==> config.mk <==
export PLATFORM = sky130hd
export DESIGN_NAME = dense_matrix_multiply
export DESIGN_NICKNAME = d
export VERILOG_FILES = /design/src/rtl/core/dmm_pkg.sv /design/src/rtl/core/dmm_ctrl.sv /design/src/rtl/core/dmm_datapath.sv /design/src/rtl/core/dense_matrix_multiply.sv
export SDC_FILE = /design/constraint.sdc
export NUM_CORES = 2
export LEC_CHECK = 0
export ABC_AREA = 1
export BUFFER_PORTS_ARGS = -buffer_cell sky130_fd_sc_hd__buf_2
export CAP_MARGIN = 20
export CORE_UTILIZATION = 50
export DETAILED_ROUTE_END_ITERATION = 12
export GPL_TIMING_DRIVEN = 0
export MAX_ROUTING_LAYER = met4
export PLACE_DENSITY = 0.73
export SETUP_SLACK_MARGIN = 0.3
export SLEW_MARGIN = 0
export SYNTH_ARGS = -nofsm -noshare
export SYNTH_HDL_FRONTEND = slang
export SYNTH_SLANG_ARGS = --single-unit
==> constraint.sdc <==
create_clock -name clk -period 17.9 [get_ports clk]
set_input_delay 5.37 -clock clk [delete_from_list [all_inputs] [get_ports clk]]
set_output_delay 5.37 -clock clk [all_outputs]
set_load 0.05 [all_outputs]
==> src/rtl/core/dmm_pkg.sv <==
// ----------------------------------------------------------------------------
// dmm_pkg
// Shared types and codes for the dense matrix multiply block: command codes,
// register indexes, fixed-point widths and the controller-to-datapath bundle.
// ----------------------------------------------------------------------------
package dmm_pkg;

  // default and widest supported matrix dimension
  localparam int MAX_DIM_DEF = 8;

  // fixed field widths
  localparam int ELEM_W = 16;
  localparam int RES_W  = 32;
  localparam int IDX_W  = 3;
  localparam int DIM_W  = 4;
  localparam int CMD_W  = 2;
  localparam int CFG_IDX_W = 2;

  // command codes
  localparam logic [CMD_W-1:0] CMD_WRITE_A = 2'd0;
  localparam logic [CMD_W-1:0] CMD_WRITE_B = 2'd1;
  localparam logic [CMD_W-1:0] CMD_START   = 2'd2;

  // configuration register indexes
  localparam logic [CFG_IDX_W-1:0] CFG_NUM_ROWS  = 2'd0;
  localparam logic [CFG_IDX_W-1:0] CFG_INNER_LEN = 2'd1;
  localparam logic [CFG_IDX_W-1:0] CFG_NUM_COLS  = 2'd2;

  localparam logic [DIM_W-1:0] DIM_RESET = 4'd8;

  // saturation limits of the Q16.16 result
  localparam logic [RES_W-1:0] RES_MAX = 32'h7fff_ffff;
  localparam logic [RES_W-1:0] RES_MIN = 32'h8000_0000;

  // tag that travels with each dot-product step down the datapath
  typedef struct packed {
    logic             first;
    logic             last_k;
    logic             last_elem;
    logic [IDX_W-1:0] row;
    logic [IDX_W-1:0] col;
  } dmm_tag_t;

  // commands from controller to datapath
  typedef struct packed {
    logic     wr_a;
    logic     wr_b;
    logic     rd_en;
    dmm_tag_t tag;
  } dmm_ctl_t;

endpackage

==> src/rtl/core/dmm_ctrl.sv <==
// ----------------------------------------------------------------------------
// dmm_ctrl
// Controller: configuration registers, command decode, and the row, column
// and inner-index sequencer that issues one store read per cycle.
// ----------------------------------------------------------------------------
module dmm_ctrl #(
  parameter int MAX_DIM = dmm_pkg::MAX_DIM_DEF,
  parameter int AW      = 6
) (
  input  logic                           clk,
  input  logic                           rst,
  input  logic                           start,
  output logic                           busy,
  input  logic [dmm_pkg::CMD_W-1:0]      cmd,
  input  logic [dmm_pkg::IDX_W-1:0]      elem_row,
  input  logic [dmm_pkg::IDX_W-1:0]      elem_col,
  input  logic                           cfg_valid,
  output logic                           cfg_ready,
  input  logic [dmm_pkg::CFG_IDX_W-1:0]  cfg_index,
  input  logic [dmm_pkg::DIM_W-1:0]      cfg_data,
  output dmm_pkg::dmm_ctl_t              ctl,
  output logic [AW-1:0]                  wr_addr,
  output logic [AW-1:0]                  rd_addr_a,
  output logic [AW-1:0]                  rd_addr_b,
  input  logic                           pipe_active
);
  import dmm_pkg::*;

  localparam int IW = (MAX_DIM > 1) ? $clog2(MAX_DIM) : 1;
  localparam logic [DIM_W-1:0] MAX_D4 = DIM_W'(MAX_DIM);

  typedef enum logic [2:0] {
    ST_IDLE  = 3'b001,
    ST_RUN   = 3'b010,
    ST_DRAIN = 3'b100
  } state_t;

  state_t state, state_next;

  logic [DIM_W-1:0] num_rows, inner_len, num_cols;
  logic [IW-1:0]    nr_m1, nk_m1, nc_m1;
  logic [IW-1:0]    i_cnt, j_cnt, k_cnt;
  logic             accept, in_range, go, last_k, last_elem;

  // dimension minus one, with zero taken as one and large values clamped
  function automatic logic [IW-1:0] dim_m1(input logic [DIM_W-1:0] v);
    logic [DIM_W-1:0] d;
    if (v == '0) begin
      d = '0;
    end else if (v > MAX_D4) begin
      d = MAX_D4 - DIM_W'(1);
    end else begin
      d = v - DIM_W'(1);
    end
    return d[IW-1:0];
  endfunction

  // configuration registers
  assign cfg_ready = 1'b1;

  always_ff @(posedge clk) begin
    if (rst) begin
      num_rows  <= DIM_RESET;
      inner_len <= DIM_RESET;
      num_cols  <= DIM_RESET;
    end else if (cfg_valid && cfg_ready) begin
      case (cfg_index)
        CFG_NUM_ROWS:  num_rows  <= cfg_data;
        CFG_INNER_LEN: inner_len <= cfg_data;
        CFG_NUM_COLS:  num_cols  <= cfg_data;
        default: ;
      endcase
    end
  end

  // input word decode
  assign busy     = (state != ST_IDLE);
  assign accept   = start && !busy;
  assign in_range = ({1'b0, elem_row} < MAX_D4) && ({1'b0, elem_col} < MAX_D4);
  assign go       = accept && (cmd == CMD_START);
  assign wr_addr  = AW'(elem_row) * AW'(MAX_DIM) + AW'(elem_col);

  // sequencer flags and store addresses
  assign last_k    = (k_cnt == nk_m1);
  assign last_elem = last_k && (i_cnt == nr_m1) && (j_cnt == nc_m1);
  assign rd_addr_a = AW'(i_cnt) * AW'(MAX_DIM) + AW'(k_cnt);
  assign rd_addr_b = AW'(k_cnt) * AW'(MAX_DIM) + AW'(j_cnt);

  always_comb begin
    ctl               = '0;
    ctl.wr_a          = accept && (cmd == CMD_WRITE_A) && in_range;
    ctl.wr_b          = accept && (cmd == CMD_WRITE_B) && in_range;
    ctl.rd_en         = (state == ST_RUN);
    ctl.tag.first     = (k_cnt == '0);
    ctl.tag.last_k    = last_k;
    ctl.tag.last_elem = last_elem;
    ctl.tag.row       = IDX_W'(i_cnt);
    ctl.tag.col       = IDX_W'(j_cnt);
  end

  // next state
  always_comb begin
    state_next = state;
    case (state)
      ST_IDLE: begin
        if (go) state_next = ST_RUN;
      end
      ST_RUN: begin
        if (last_elem) state_next = ST_DRAIN;
      end
      ST_DRAIN: begin
        if (!pipe_active) state_next = ST_IDLE;
      end
      default: state_next = ST_IDLE;
    endcase
  end

  always_ff @(posedge clk) begin
    if (rst) begin
      state <= ST_IDLE;
    end else begin
      state <= state_next;
    end
  end

  // loop counters, inner index fastest, then column, then row
  always_ff @(posedge clk) begin
    if (rst) begin
      i_cnt <= '0;
      j_cnt <= '0;
      k_cnt <= '0;
    end else if (go) begin
      i_cnt <= '0;
      j_cnt <= '0;
      k_cnt <= '0;
    end else if (state == ST_RUN) begin
      if (!last_k) begin
        k_cnt <= k_cnt + IW'(1);
      end else begin
        k_cnt <= '0;
        if (j_cnt != nc_m1) begin
          j_cnt <= j_cnt + IW'(1);
        end else begin
          j_cnt <= '0;
          i_cnt <= i_cnt + IW'(1);
        end
      end
    end
  end

  // dimensions latched for the run
  always_ff @(posedge clk) begin
    if (go) begin
      nr_m1 <= dim_m1(num_rows);
      nk_m1 <= dim_m1(inner_len);
      nc_m1 <= dim_m1(num_cols);
    end
  end

endmodule

==> src/rtl/core/dmm_datapath.sv <==
// ----------------------------------------------------------------------------
// dmm_datapath
// Datapath: the A and B element stores, a registered read stage, a
// registered multiplier and a wide accumulator with Q16.16 saturation.
// ----------------------------------------------------------------------------
module dmm_datapath #(
  parameter int MAX_DIM = dmm_pkg::MAX_DIM_DEF,
  parameter int AW      = 6
) (
  input  logic                              clk,
  input  logic                              rst,
  input  dmm_pkg::dmm_ctl_t                 ctl,
  input  logic [AW-1:0]                     wr_addr,
  input  logic [AW-1:0]                     rd_addr_a,
  input  logic [AW-1:0]                     rd_addr_b,
  input  logic signed [dmm_pkg::ELEM_W-1:0] elem_value,
  output logic                              pipe_active,
  output logic                              result_valid,
  output logic signed [dmm_pkg::RES_W-1:0]  product_value,
  output logic [dmm_pkg::IDX_W-1:0]         out_row,
  output logic [dmm_pkg::IDX_W-1:0]         out_col,
  output logic                              last_elem
);
  import dmm_pkg::*;

  localparam int DEPTH  = MAX_DIM * MAX_DIM;
  localparam int PROD_W = 2 * ELEM_W;
  localparam int ACC_W  = PROD_W + $clog2(MAX_DIM) + 1;

  logic signed [ELEM_W-1:0] a_mem [DEPTH];
  logic signed [ELEM_W-1:0] b_mem [DEPTH];

  logic signed [ELEM_W-1:0] a_rd, b_rd;
  logic                     v0, v1;
  dmm_tag_t                 tag0, tag1;
  logic signed [PROD_W-1:0] prod1;
  logic signed [ACC_W-1:0]  acc, sum;
  logic                     fits;

  // element stores, written by write words and read by the sequencer
  always_ff @(posedge clk) begin
    if (ctl.wr_a) a_mem[wr_addr] <= elem_value;
    if (ctl.wr_b) b_mem[wr_addr] <= elem_value;
    if (ctl.rd_en) begin
      a_rd <= a_mem[rd_addr_a];
      b_rd <= b_mem[rd_addr_b];
    end
  end

  // stage valid bits
  always_ff @(posedge clk) begin
    if (rst) begin
      v0 <= 1'b0;
      v1 <= 1'b0;
    end else begin
      v0 <= ctl.rd_en;
      v1 <= v0;
    end
  end

  assign pipe_active = v0 || v1;

  // tags and product
  always_ff @(posedge clk) begin
    tag0  <= ctl.tag;
    tag1  <= tag0;
    prod1 <= a_rd * b_rd;
  end

  // accumulate, restarting on the first step of each dot product
  assign sum  = (tag1.first ? ACC_W'(0) : acc) + ACC_W'(prod1);
  assign fits = (&sum[ACC_W-1:RES_W-1]) || !(|sum[ACC_W-1:RES_W-1]);

  always_ff @(posedge clk) begin
    if (v1) acc <= sum;
  end

  // result register, saturated to Q16.16
  always_ff @(posedge clk) begin
    if (rst) begin
      result_valid <= 1'b0;
    end else begin
      result_valid <= v1 && tag1.last_k;
    end
  end

  always_ff @(posedge clk) begin
    if (v1 && tag1.last_k) begin
      if (fits) begin
        product_value <= sum[RES_W-1:0];
      end else begin
        product_value <= sum[ACC_W-1] ? RES_MIN : RES_MAX;
      end
      out_row   <= tag1.row;
      out_col   <= tag1.col;
      last_elem <= tag1.last_elem;
    end
  end

endmodule

==> src/rtl/core/dense_matrix_multiply.sv <==
// ----------------------------------------------------------------------------
// dense_matrix_multiply
// C = A * B on signed Q8.8 elements with a saturated Q16.16 result.
// ----------------------------------------------------------------------------
// A word is taken when start is high and busy is low. Write words (A or B
// element) leave busy low, so they can stream one per cycle while no run is
// in progress. A start word runs the sequencer through num_rows * num_cols *
// inner_len store reads, one per cycle, set by the single read port of each
// element store; busy stays high until the read, multiply and accumulate
// stages have drained. Results come out in row-major order, each held for
// one cycle under result_valid, with last_elem on the final one. The receiver
// cannot stall: every result must be taken in the cycle it is shown. The
// user must write configuration only while busy is low; it is not enforced.
module dense_matrix_multiply #(
  parameter int MAX_DIM = dmm_pkg::MAX_DIM_DEF
) (
  input  logic                              clk,
  input  logic                              rst,
  input  logic                              start,
  output logic                              busy,
  input  logic [dmm_pkg::CMD_W-1:0]         cmd,
  input  logic [dmm_pkg::IDX_W-1:0]         elem_row,
  input  logic [dmm_pkg::IDX_W-1:0]         elem_col,
  input  logic signed [dmm_pkg::ELEM_W-1:0] elem_value,
  input  logic                              cfg_valid,
  output logic                              cfg_ready,
  input  logic [dmm_pkg::CFG_IDX_W-1:0]     cfg_index,
  input  logic [dmm_pkg::DIM_W-1:0]         cfg_data,
  output logic                              result_valid,
  output logic signed [dmm_pkg::RES_W-1:0]  product_value,
  output logic [dmm_pkg::IDX_W-1:0]         out_row,
  output logic [dmm_pkg::IDX_W-1:0]         out_col,
  output logic                              last_elem
);
  import dmm_pkg::*;

  localparam int AW = (MAX_DIM > 1) ? $clog2(MAX_DIM * MAX_DIM) : 1;

  dmm_ctl_t      ctl;
  logic [AW-1:0] wr_addr, rd_addr_a, rd_addr_b;
  logic          pipe_active;

  // sequencer and configuration
  dmm_ctrl #(
    .MAX_DIM (MAX_DIM),
    .AW      (AW)
  ) u_ctrl (
    .clk         (clk),
    .rst         (rst),
    .start       (start),
    .busy        (busy),
    .cmd         (cmd),
    .elem_row    (elem_row),
    .elem_col    (elem_col),
    .cfg_valid   (cfg_valid),
    .cfg_ready   (cfg_ready),
    .cfg_index   (cfg_index),
    .cfg_data    (cfg_data),
    .ctl         (ctl),
    .wr_addr     (wr_addr),
    .rd_addr_a   (rd_addr_a),
    .rd_addr_b   (rd_addr_b),
    .pipe_active (pipe_active)
  );

  // stores, multiplier and accumulator
  dmm_datapath #(
    .MAX_DIM (MAX_DIM),
    .AW      (AW)
  ) u_datapath (
    .clk           (clk),
    .rst           (rst),
    .ctl           (ctl),
    .wr_addr       (wr_addr),
    .rd_addr_a     (rd_addr_a),
    .rd_addr_b     (rd_addr_b),
    .elem_value    (elem_value),
    .pipe_active   (pipe_active),
    .result_valid  (result_valid),
    .product_value (product_value),
    .out_row       (out_row),
    .out_col       (out_col),
    .last_elem     (last_elem)
  );

  // results only come out of a run in progress
  a_result_in_run: assert property (@(posedge clk) disable iff (rst)
    result_valid |-> $past(busy))
    else $error("result word outside a run");

  // the final result of a run is not followed at once by another
  a_last_ends_run: assert property (@(posedge clk) disable iff (rst)
    result_valid && last_elem |=> !result_valid)
    else $error("result word right after the last of a run");

  // while results remain, the block still reports busy
  a_busy_until_last: assert property (@(posedge clk) disable iff (rst)
    result_valid && !last_elem |-> busy)
    else $error("busy dropped before the last result word");

endmodule

# Yosys cells after proc, flatten, opt, wreduce, memory -nomap -nowiden

Memory sizes are Yosys's and may differ from the RTL's. A register that Yosys moved wholly into a read port is not among the register bits.
Index checks and enable logic that the tools add are counted.
Widths: inputs -> output; s select.

Register bits after elaboration: 161
Memories kept: 2
Memory bits (writable): 2,048
Input bits: 34
Word-level logic and storage cells: 103
Output and inout bits: 42

Equality and inequality tests: 15
Muxes and demuxes: 16
Order comparisons: 3
$add $sub $neg: 10
Bitwise operators: 1
Reductions and logical operators: 26
Multiply operators: 1

Memory list:

| memory           | depth | bits a word | rd ports | clocked after memory_dff | write ports | line               | text |
|---|---|---|---|---|---|---|---|
| u_datapath.a_mem | 64    | 16          | 1        | 1                        | 1           | dmm_datapath.sv:30 | `logic signed [ELEM_W-1:0] a_mem [DEPTH];` |
| u_datapath.b_mem | 64    | 16          | 1        | 1                        | 1           | dmm_datapath.sv:31 | `logic signed [ELEM_W-1:0] b_mem [DEPTH];` |

Operators with widths:

| operator            | count |
|---|---|
| $mux 32             | 2 |
| $add 36x32->36      | 1 |
| $mux 36             | 1 |
| $mul 16x16->32      | 1 |
| $mux 3              | 8 |
| $add 6x3->6         | 3 |
| $gt 4x4->1 const B  | 3 |
| $logic_not 4->1     | 3 |
| $add 3x1->3 const B | 3 |
| $eq 3x3->1          | 3 |
| $pmux 3 s3          | 1 |
| $sub 3x1->3 const B | 3 |
| $reduce_and 2->1    | 4 |
| $logic_and 1x1->1   | 7 |
| $reduce_and 3->1    | 2 |
| $reduce_and 5->1    | 1 |
| $reduce_or 5->1     | 1 |
| $eq 2x1->1 const B  | 2 |
| $eq 2x2->1 const B  | 2 |
| $logic_not 2->1     | 2 |
| $mux 1              | 4 |
| $ne 2x2->1 const B  | 2 |
| $eq 3x1->1 const B  | 1 |
| $eq 3x2->1 const B  | 1 |
| other kinds (9)     | 11 |

# Logic depth before layout (Yosys ltp)

Depth in word-level cells: 6
Mapped depth: 28
Mapped depth without buffers: 26

# Modules after synthesis

From an unflattened synthesis, not the netlist that was laid out.

Cell total of the unflattened synthesis: 8,337
Area, all modules: 100,056.0 µm²

Modules (own cells, without submodules):

| module       | area each (µm²) | times used | cells each | seq. area each (µm²) |
|---|---|---|---|---|
| dmm_datapath | 98,266.7        | 1          | 8,115      | 65,773.1 |
| dmm_ctrl     | 1,789.2         | 1          | 222        | 750.7 |

# Worst setup path after synthesis

Ideal clock, no wire load.

Path kind: in2reg
From: input port elem_col[2] (netlist name)
To: memory u_datapath.a_mem[63][0] (enable)
Library setup time: 0.388 ns
Path slack: 10.712 ns
Path buffers: 0
Stages: 4
Data required time: 17.512 ns
Data arrival time: 6.799 ns
Path through: inv_1 > nor3_1 > nand2_1 > nor2_1

Cells in the longest elaborated chain, start to end: 1

Ends and longest elaborated chain:

| what               | line                        | text |
|---|---|---|
| start: declaration | dense_matrix_multiply.sv:23 | `input logic [dmm_pkg::IDX_W-1:0] elem_col,` |
| $add 6x3->6        | dmm_ctrl.sv:81              | `assign wr_addr = AW'(elem_row) * AW'(MAX_DIM) + AW'(elem_col);` |
| end: declaration   | dmm_datapath.sv:30          |  |

No other way between the ends.

# Final worst setup path

From: register u_ctrl.state[0]
To: output port busy

Cells in the longest elaborated chain, start to end: 1

Ends and longest elaborated chain:

| what                     | line                        | text |
|---|---|---|
| start: declaration       | dmm_ctrl.sv:38              | `state_t state, state_next;` |
| start signal: assignment | dmm_ctrl.sv:122             | `state <= state_next;` |
| $ne 3x1->1               | dmm_ctrl.sv:77              | `assign busy = (state != ST_IDLE);` |
| end: declaration         | dense_matrix_multiply.sv:20 | `output logic busy,` |

No other way between the ends.

==> flow_summary.html <==
<table>
<tr><th>Metric</th><th>Value</th></tr>
<tr><th colspan="2">Yosys</th></tr>
<tr><td>Synth area leader</td><td>sky130_fd_sc_hd__edfxtp_1</td></tr>
<tr><td>Syn. warnings</td><td>0</td></tr>
<tr><td>Unique cell type count in the Yosys netlist</td><td>48</td></tr>
<tr><td>Most instantiated flip-flop cell in the synthesis netlist</td><td>sky130_fd_sc_hd__edfxtp_1</td></tr>
<tr><td>Total of flip-flops plus latches after synthesis</td><td>2,241</td></tr>
<tr><td>Sequential area share after synthesis</td><td>66.8%</td></tr>
<tr><td>Count of flip-flops with a built-in enable after synthesis</td><td>2,164</td></tr>
<tr><td>Cell with the most instances after synthesis</td><td>sky130_fd_sc_hd__edfxtp_1</td></tr>
<tr><td>Ranking of synthesized cells by area</td><td>sky130_fd_sc_hd__edfxtp_1 65%, sky130_fd_sc_hd__o21ai_0 6.4%, sky130_fd_sc_hd__nor2_1 5.7%</td></tr>
<tr><td>Mean post-synth cell area</td><td>11.9 um2</td></tr>
<tr><td>Async S/R FF share, synth</td><td>0%</td></tr>
<tr><td>Area share of the largest cell type after synthesis</td><td>65.2%</td></tr>
<tr><td>Cell area after technology mapping</td><td>0.0996 mm2</td></tr>
<tr><td>Syn Inst Count</td><td>8,389</td></tr>
<tr><td>Top cell types by occurrence after synthesis</td><td>2,164 x sky130_fd_sc_hd__edfxtp_1, 1,522 x sky130_fd_sc_hd__nor2_1, 1,267 x sky130_fd_sc_hd__o21ai_0, 717 x sky130_fd_sc_hd__nand2_1, 633 x sky130_fd_sc_hd__inv_1</td></tr>
<tr><td>Syn_nets</td><td>8,810</td></tr>
<tr><th colspan="2">Floorplan</th></tr>
<tr><td>DIE WIDTH</td><td>448 um</td></tr>
<tr><td>Area of the core</td><td>0.198 mm2</td></tr>
<tr><td>Full die area</td><td>0.201 mm2</td></tr>
<tr><td>Die height</td><td>448 um</td></tr>
<tr><td>Initial cell density of the core</td><td>50.4%</td></tr>
<tr><td>Top-level port count</td><td>76</td></tr>
<tr><td>Total number of placement rows</td><td>163</td></tr>
<tr><th colspan="2">Clock tree</th></tr>
<tr><td>Insertion delay to the later sink of the worst-skew pair</td><td>0.92 ns</td></tr>
<tr><td>Number of buffers between clock root and the deepest sink</td><td>3</td></tr>
<tr><td>PostCTS Resize Cnt</td><td>0</td></tr>
<tr><td>Number of sinks on the clock net</td><td>2,241</td></tr>
<tr><td>Number of levels in the clock H-tree</td><td>4</td></tr>
<tr><td>Post CTS Setup Buffer Count</td><td>0</td></tr>
<tr><td>CTS root buffer</td><td>sky130_fd_sc_hd__clkbuf_16</td></tr>
<tr><td>Clock tree from TritonCTS</td><td>done</td></tr>
<tr><td>CTS buffer count</td><td>215</td></tr>
<tr><td>Register clock-pin slew on the reported worst setup and hold paths</td><td>0.06 ns</td></tr>
<tr><td>Hold Buf Count CTS</td><td>0</td></tr>
<tr><th colspan="2">Cells and area</th></tr>
<tr><td>Multi-input logic area</td><td>0.0290 mm2</td></tr>
<tr><td>Final non-filler cell area</td><td>0.113 mm2</td></tr>
<tr><td>Layout Area Growth over Synthesis</td><td>13.6%</td></tr>
<tr><td>Register area</td><td>0.0665 mm2</td></tr>
<tr><td>Share of layout cells above drive strength 1</td><td>9.00%</td></tr>
<tr><td>Final nets</td><td>9,210</td></tr>
<tr><td>Filler cell count</td><td>15,757</td></tr>
<tr><th colspan="2">Detailed routing</th></tr>
<tr><td># DRC</td><td>0</td></tr>
<tr><td>Drt via density</td><td>6.26</td></tr>
<tr><td>Remaining antenna violation count after routing</td><td>0</td></tr>
<tr><td>Pre-antenna DRT Iters</td><td>8</td></tr>
<tr><td>Vias</td><td>72,811</td></tr>
<tr><td>Iteration-0 DRC Markers</td><td>11,873</td></tr>
<tr><td>Wire length reported by the detailed router</td><td>358,000 um</td></tr>
<tr><td>Drt wl/cell</td><td>30.8 um</td></tr>
<tr><th colspan="2">STA</th></tr>
<tr><td>Endpoints failing hold</td><td>0</td></tr>
<tr><td>Crit path time final</td><td>7.90 ns</td></tr>
<tr><td>Worst Hold Slack</td><td>0.323 ns</td></tr>
<tr><td>Slew at the pin closest to its max-slew limit</td><td>1.27 ns</td></tr>
<tr><td>Crit share post-route</td><td>44.1%</td></tr>
<tr><td>Final worst slack</td><td>10.0 ns</td></tr>
<tr><td>Relative slew slack</td><td>15.2%</td></tr>
<tr><td>Final Max Slew Viols</td><td>0</td></tr>
<tr><td>TNS Setup</td><td>0 ns</td></tr>
<tr><td>Final number of setup-violating endpoints</td><td>0</td></tr>
<tr><td>Post-Route Skew</td><td>0.0592 ns</td></tr>
<tr><td>Upper clock frequency limit</td><td>0.127 GHz</td></tr>
<tr><td>Unrepaired setup endpoints after global routing</td><td>no</td></tr>
<tr><th colspan="2">Critical path</th></tr>
<tr><td>Critical Path Source Type</td><td>flip-flop</td></tr>
<tr><td>Cell mode on critical path</td><td>sky130_fd_sc_hd__inv_1</td></tr>
<tr><td>Worst Path Arrival</td><td>2.53 ns</td></tr>
<tr><td>Maximum fanout along the worst path</td><td>3</td></tr>
<tr><td>Logic depth of the worst path, buffers included</td><td>4</td></tr>
<tr><td>Reg-to-Reg End</td><td>u_datapath.prod1[31]</td></tr>
<tr><td>Worst setup path start</td><td>u_ctrl.state[0]</td></tr>
<tr><td>Sum of buffers and inverters on the critical path</td><td>3</td></tr>
<tr><td>Slack of the worst reg-to-reg path</td><td>10.56 ns</td></tr>
<tr><td>R2R cell count</td><td>24</td></tr>
<tr><td>Crit path max-delay family</td><td>simple AND/OR/NAND/NOR gates</td></tr>
<tr><td>Worst Path Class, Setup</td><td>reg2out</td></tr>
<tr><td>Worst Path Required</td><td>12.53 ns</td></tr>
<tr><td>Worst path slowest cell</td><td>sky130_fd_sc_hd__nor3_1</td></tr>
<tr><td>Critical register-to-register path startpoint</td><td>u_datapath.b_rd[3]</td></tr>
<tr><td>End of the critical path</td><td>busy</td></tr>
<tr><td>Crit end category</td><td>primary output</td></tr>
<tr><td>CP Cell Sequence</td><td>inv_1 &gt; nor3_1 &gt; inv_1 &gt; buf_2</td></tr>
<tr><td>Maximum single-stage delay on the critical path</td><td>0.70 ns</td></tr>
<tr><th colspan="2">Power and ir drop</th></tr>
<tr><td>Leakage power of the design</td><td>0.0405 uW</td></tr>
<tr><td>PnR Total Power</td><td>18,000 uW</td></tr>
<tr><td>PwrDens</td><td>159 mW/mm2</td></tr>
<tr><td>Peak supply drop</td><td>0.224 mV</td></tr>
<tr><th colspan="2">GRT</th></tr>
<tr><td>Vias in the first global route</td><td>69,170</td></tr>
<tr><td>Wire length of the first global-routing pass</td><td>496,000 um</td></tr>
<tr><td>Pin count of the biggest net entering global routing</td><td>99</td></tr>
<tr><td>Overall routing resource usage</td><td>36.1%</td></tr>
<tr><td>Antenna violations before repair</td><td>27</td></tr>
<tr><td>Final global-route overflow total</td><td>0</td></tr>
<tr><th colspan="2">Placement</th></tr>
<tr><td>Instance area after placement</td><td>0.106 mm2</td></tr>
<tr><td>IO Port Bufs</td><td>74</td></tr>
<tr><td>Worst-case setup slack after placement</td><td>9.64 ns</td></tr>
<tr><td>Half-perimeter wire length of the detailed placement result</td><td>249,000 um</td></tr>
<tr><td>Final Wtd Congestion</td><td>1.07</td></tr>
<tr><th colspan="2">Job</th></tr>
<tr><td>Max_cap viols</td><td>0</td></tr>
<tr><th colspan="2">Run status</th></tr>
<tr><td>Result of the run</td><td>complete, no violations</td></tr>
<tr><th colspan="2">Min path</th></tr>
<tr><td>Worst hold path class</td><td>reg2reg</td></tr>
</table>
==> metal layers <==
| layer | share of wire, % | vias to the layer above | track usage (%) |
|---|---|---|---|
| met2 | 45 | 5457 | 54.4 |
| met3 | 13 | 1028 | 8.46 |
| met4 | 6.2 | 0 | 19.1 |
| met1 | 36 | 35859 | 45.6 |
| li1 | - | 30467 | - |
| met5 | 0 | - | - |
==> power breakdown <==
| part | switching [uW] | total (uW) | internal, uW |
|---|---|---|---|
| Combinational | 4680 | 7320 | 2640 |
| Sequential | 32.7 | 6000 | 5970 |
| Clock | 2050 | 4650 | 2610 |
| Total | 6750 | 18000 | 11200 |
==> state kept, by name, summed over array words and instances (netlist names), 3 cells and up <==
register                  count
u_datapath.a_mem           1024
u_datapath.b_mem           1024
u_datapath.acc               36
u_datapath.prod1             32
u_datapath.product_value     32
u_datapath.a_rd              16
u_datapath.b_rd              16
u_datapath.tag0               9
u_datapath.tag1               9
u_ctrl.inner_len              4
u_ctrl.num_cols               4
u_ctrl.num_rows               4
u_ctrl.i_cnt                  3
u_ctrl.j_cnt                  3
u_ctrl.k_cnt                  3
u_ctrl.nc_m1                  3
u_ctrl.nk_m1                  3
u_ctrl.nr_m1                  3
u_ctrl.state                  3
u_datapath.out_col            3
u_datapath.out_row            3
==> metrics by stage <==
stage,util (%),cells
detailed placement,53.7,11206
global route,57.3,11630
finish,57.3,11633
floorplan,-,8389
CTS,57.2,11607
global placement,52.3,11103
==> cell families (layout without fill, tap and decap cells) <==
family / count (synthesis) / after routing / synth area share [%]
AND/OR/NAND/NOR: 2395 / 2395 / 9.36
flip-flops: 2241 / 2241 / 66.8
AO/OA/AOI/OAI: 2124 / 2124 / 11.7
buffers and inverters: 1168 / 1752 / 4.66
adder cells (fa/ha/maj): 387 / 387 / 6.84
XOR/XNOR: 73 / 73 / 0.642
other: 1 / 21 / 0.00376
==> layout by cell type, fill, tap and decap left out, types with 10 or more instances in the layout <==
| master | n |
|---|---|
| sky130_fd_sc_hd__a21oi_1 | 75 |
| sky130_fd_sc_hd__buf_16 | 41 |
| sky130_fd_sc_hd__buf_2 | 149 |
| sky130_fd_sc_hd__buf_4 | 19 |
| sky130_fd_sc_hd__buf_6 | 27 |
| sky130_fd_sc_hd__buf_8 | 55 |
| sky130_fd_sc_hd__bufinv_16 | 25 |
| sky130_fd_sc_hd__clkbuf_1 | 443 |
| sky130_fd_sc_hd__clkbuf_16 | 217 |
| sky130_fd_sc_hd__clkinv_1 | 45 |
| sky130_fd_sc_hd__clkinv_2 | 42 |
| sky130_fd_sc_hd__dfxtp_1 | 76 |
| sky130_fd_sc_hd__diode_2 | 20 |
| sky130_fd_sc_hd__edfxtp_1 | 2164 |
| sky130_fd_sc_hd__fa_1 | 263 |
| sky130_fd_sc_hd__ha_1 | 124 |
| sky130_fd_sc_hd__inv_1 | 632 |
| sky130_fd_sc_hd__nand2_1 | 717 |
| sky130_fd_sc_hd__nand2_2 | 17 |
| sky130_fd_sc_hd__nand3_1 | 51 |
| sky130_fd_sc_hd__nand4_1 | 10 |
| sky130_fd_sc_hd__nor2_1 | 1398 |
| sky130_fd_sc_hd__nor2_2 | 89 |
| sky130_fd_sc_hd__nor2_4 | 49 |
| sky130_fd_sc_hd__nor3_1 | 29 |
| sky130_fd_sc_hd__o211ai_1 | 58 |
| sky130_fd_sc_hd__o21ai_0 | 1267 |
| sky130_fd_sc_hd__o21ai_1 | 76 |
| sky130_fd_sc_hd__o221ai_1 | 32 |
| sky130_fd_sc_hd__o22ai_1 | 592 |
| sky130_fd_sc_hd__or2_2 | 15 |
| sky130_fd_sc_hd__xnor2_1 | 28 |
| sky130_fd_sc_hd__xor2_1 | 45 |
==> worst min-delay path by stage <==
stage                  startpoint            endpoint  slack [ns]  cells past startpoint
5_1_grt        u_datapath.tag0[1]  u_datapath.tag1[1]        0.33                      0
2_1_floorplan  u_datapath.tag0[0]  u_datapath.tag1[0]        0.31                      0
3_5_place_dp   u_datapath.tag0[1]  u_datapath.tag1[1]        0.31                      0
6_report       u_datapath.tag0[1]  u_datapath.tag1[1]        0.32                      0
4_1_cts        u_datapath.tag0[1]  u_datapath.tag1[1]        0.32                      0
3_3_place_gp   u_datapath.tag0[7]  u_datapath.tag1[7]        0.31                      0
==> final cells by class <==
class	instances	share of cell area (%)
flip-flops and latches	2241	58.8
multi-input cells	4980	25.6
clock buffers	261	4.97
well taps	2640	2.92
repair buffers	183	2.27
inverters	644	2.13
plain buffers	524	1.97
clock inverters	140	1.30
diodes	20	0.0442
==> worst reg2reg max path, stage by stage, from the launching register on <==
cell and delay [ns]:
sky130_fd_sc_hd__edfxtp_1 0.34, sky130_fd_sc_hd__clkbuf_1 0.37, sky130_fd_sc_hd__clkbuf_1 0.59, sky130_fd_sc_hd__nand2_1 0.11, sky130_fd_sc_hd__inv_1 0.10, sky130_fd_sc_hd__fa_1 0.56, sky130_fd_sc_hd__fa_1 0.92, sky130_fd_sc_hd__inv_1 0.21
sky130_fd_sc_hd__fa_1 0.53, sky130_fd_sc_hd__fa_1 0.58, sky130_fd_sc_hd__fa_1 0.43, sky130_fd_sc_hd__fa_1 0.49, sky130_fd_sc_hd__inv_1 0.04, sky130_fd_sc_hd__ha_1 0.33, sky130_fd_sc_hd__nand2_1 0.15, sky130_fd_sc_hd__inv_1 0.09
sky130_fd_sc_hd__nand2_1 0.07, sky130_fd_sc_hd__nor3_1 0.35, sky130_fd_sc_hd__nand4_1 0.15, sky130_fd_sc_hd__nand3_1 0.26, sky130_fd_sc_hd__nand2_1 0.09, sky130_fd_sc_hd__nand3_1 0.13, sky130_fd_sc_hd__nand2_1 0.08, sky130_fd_sc_hd__nand2_1 0.07
sky130_fd_sc_hd__xor2_1 0.20
(Power assumes the default switching activity.)
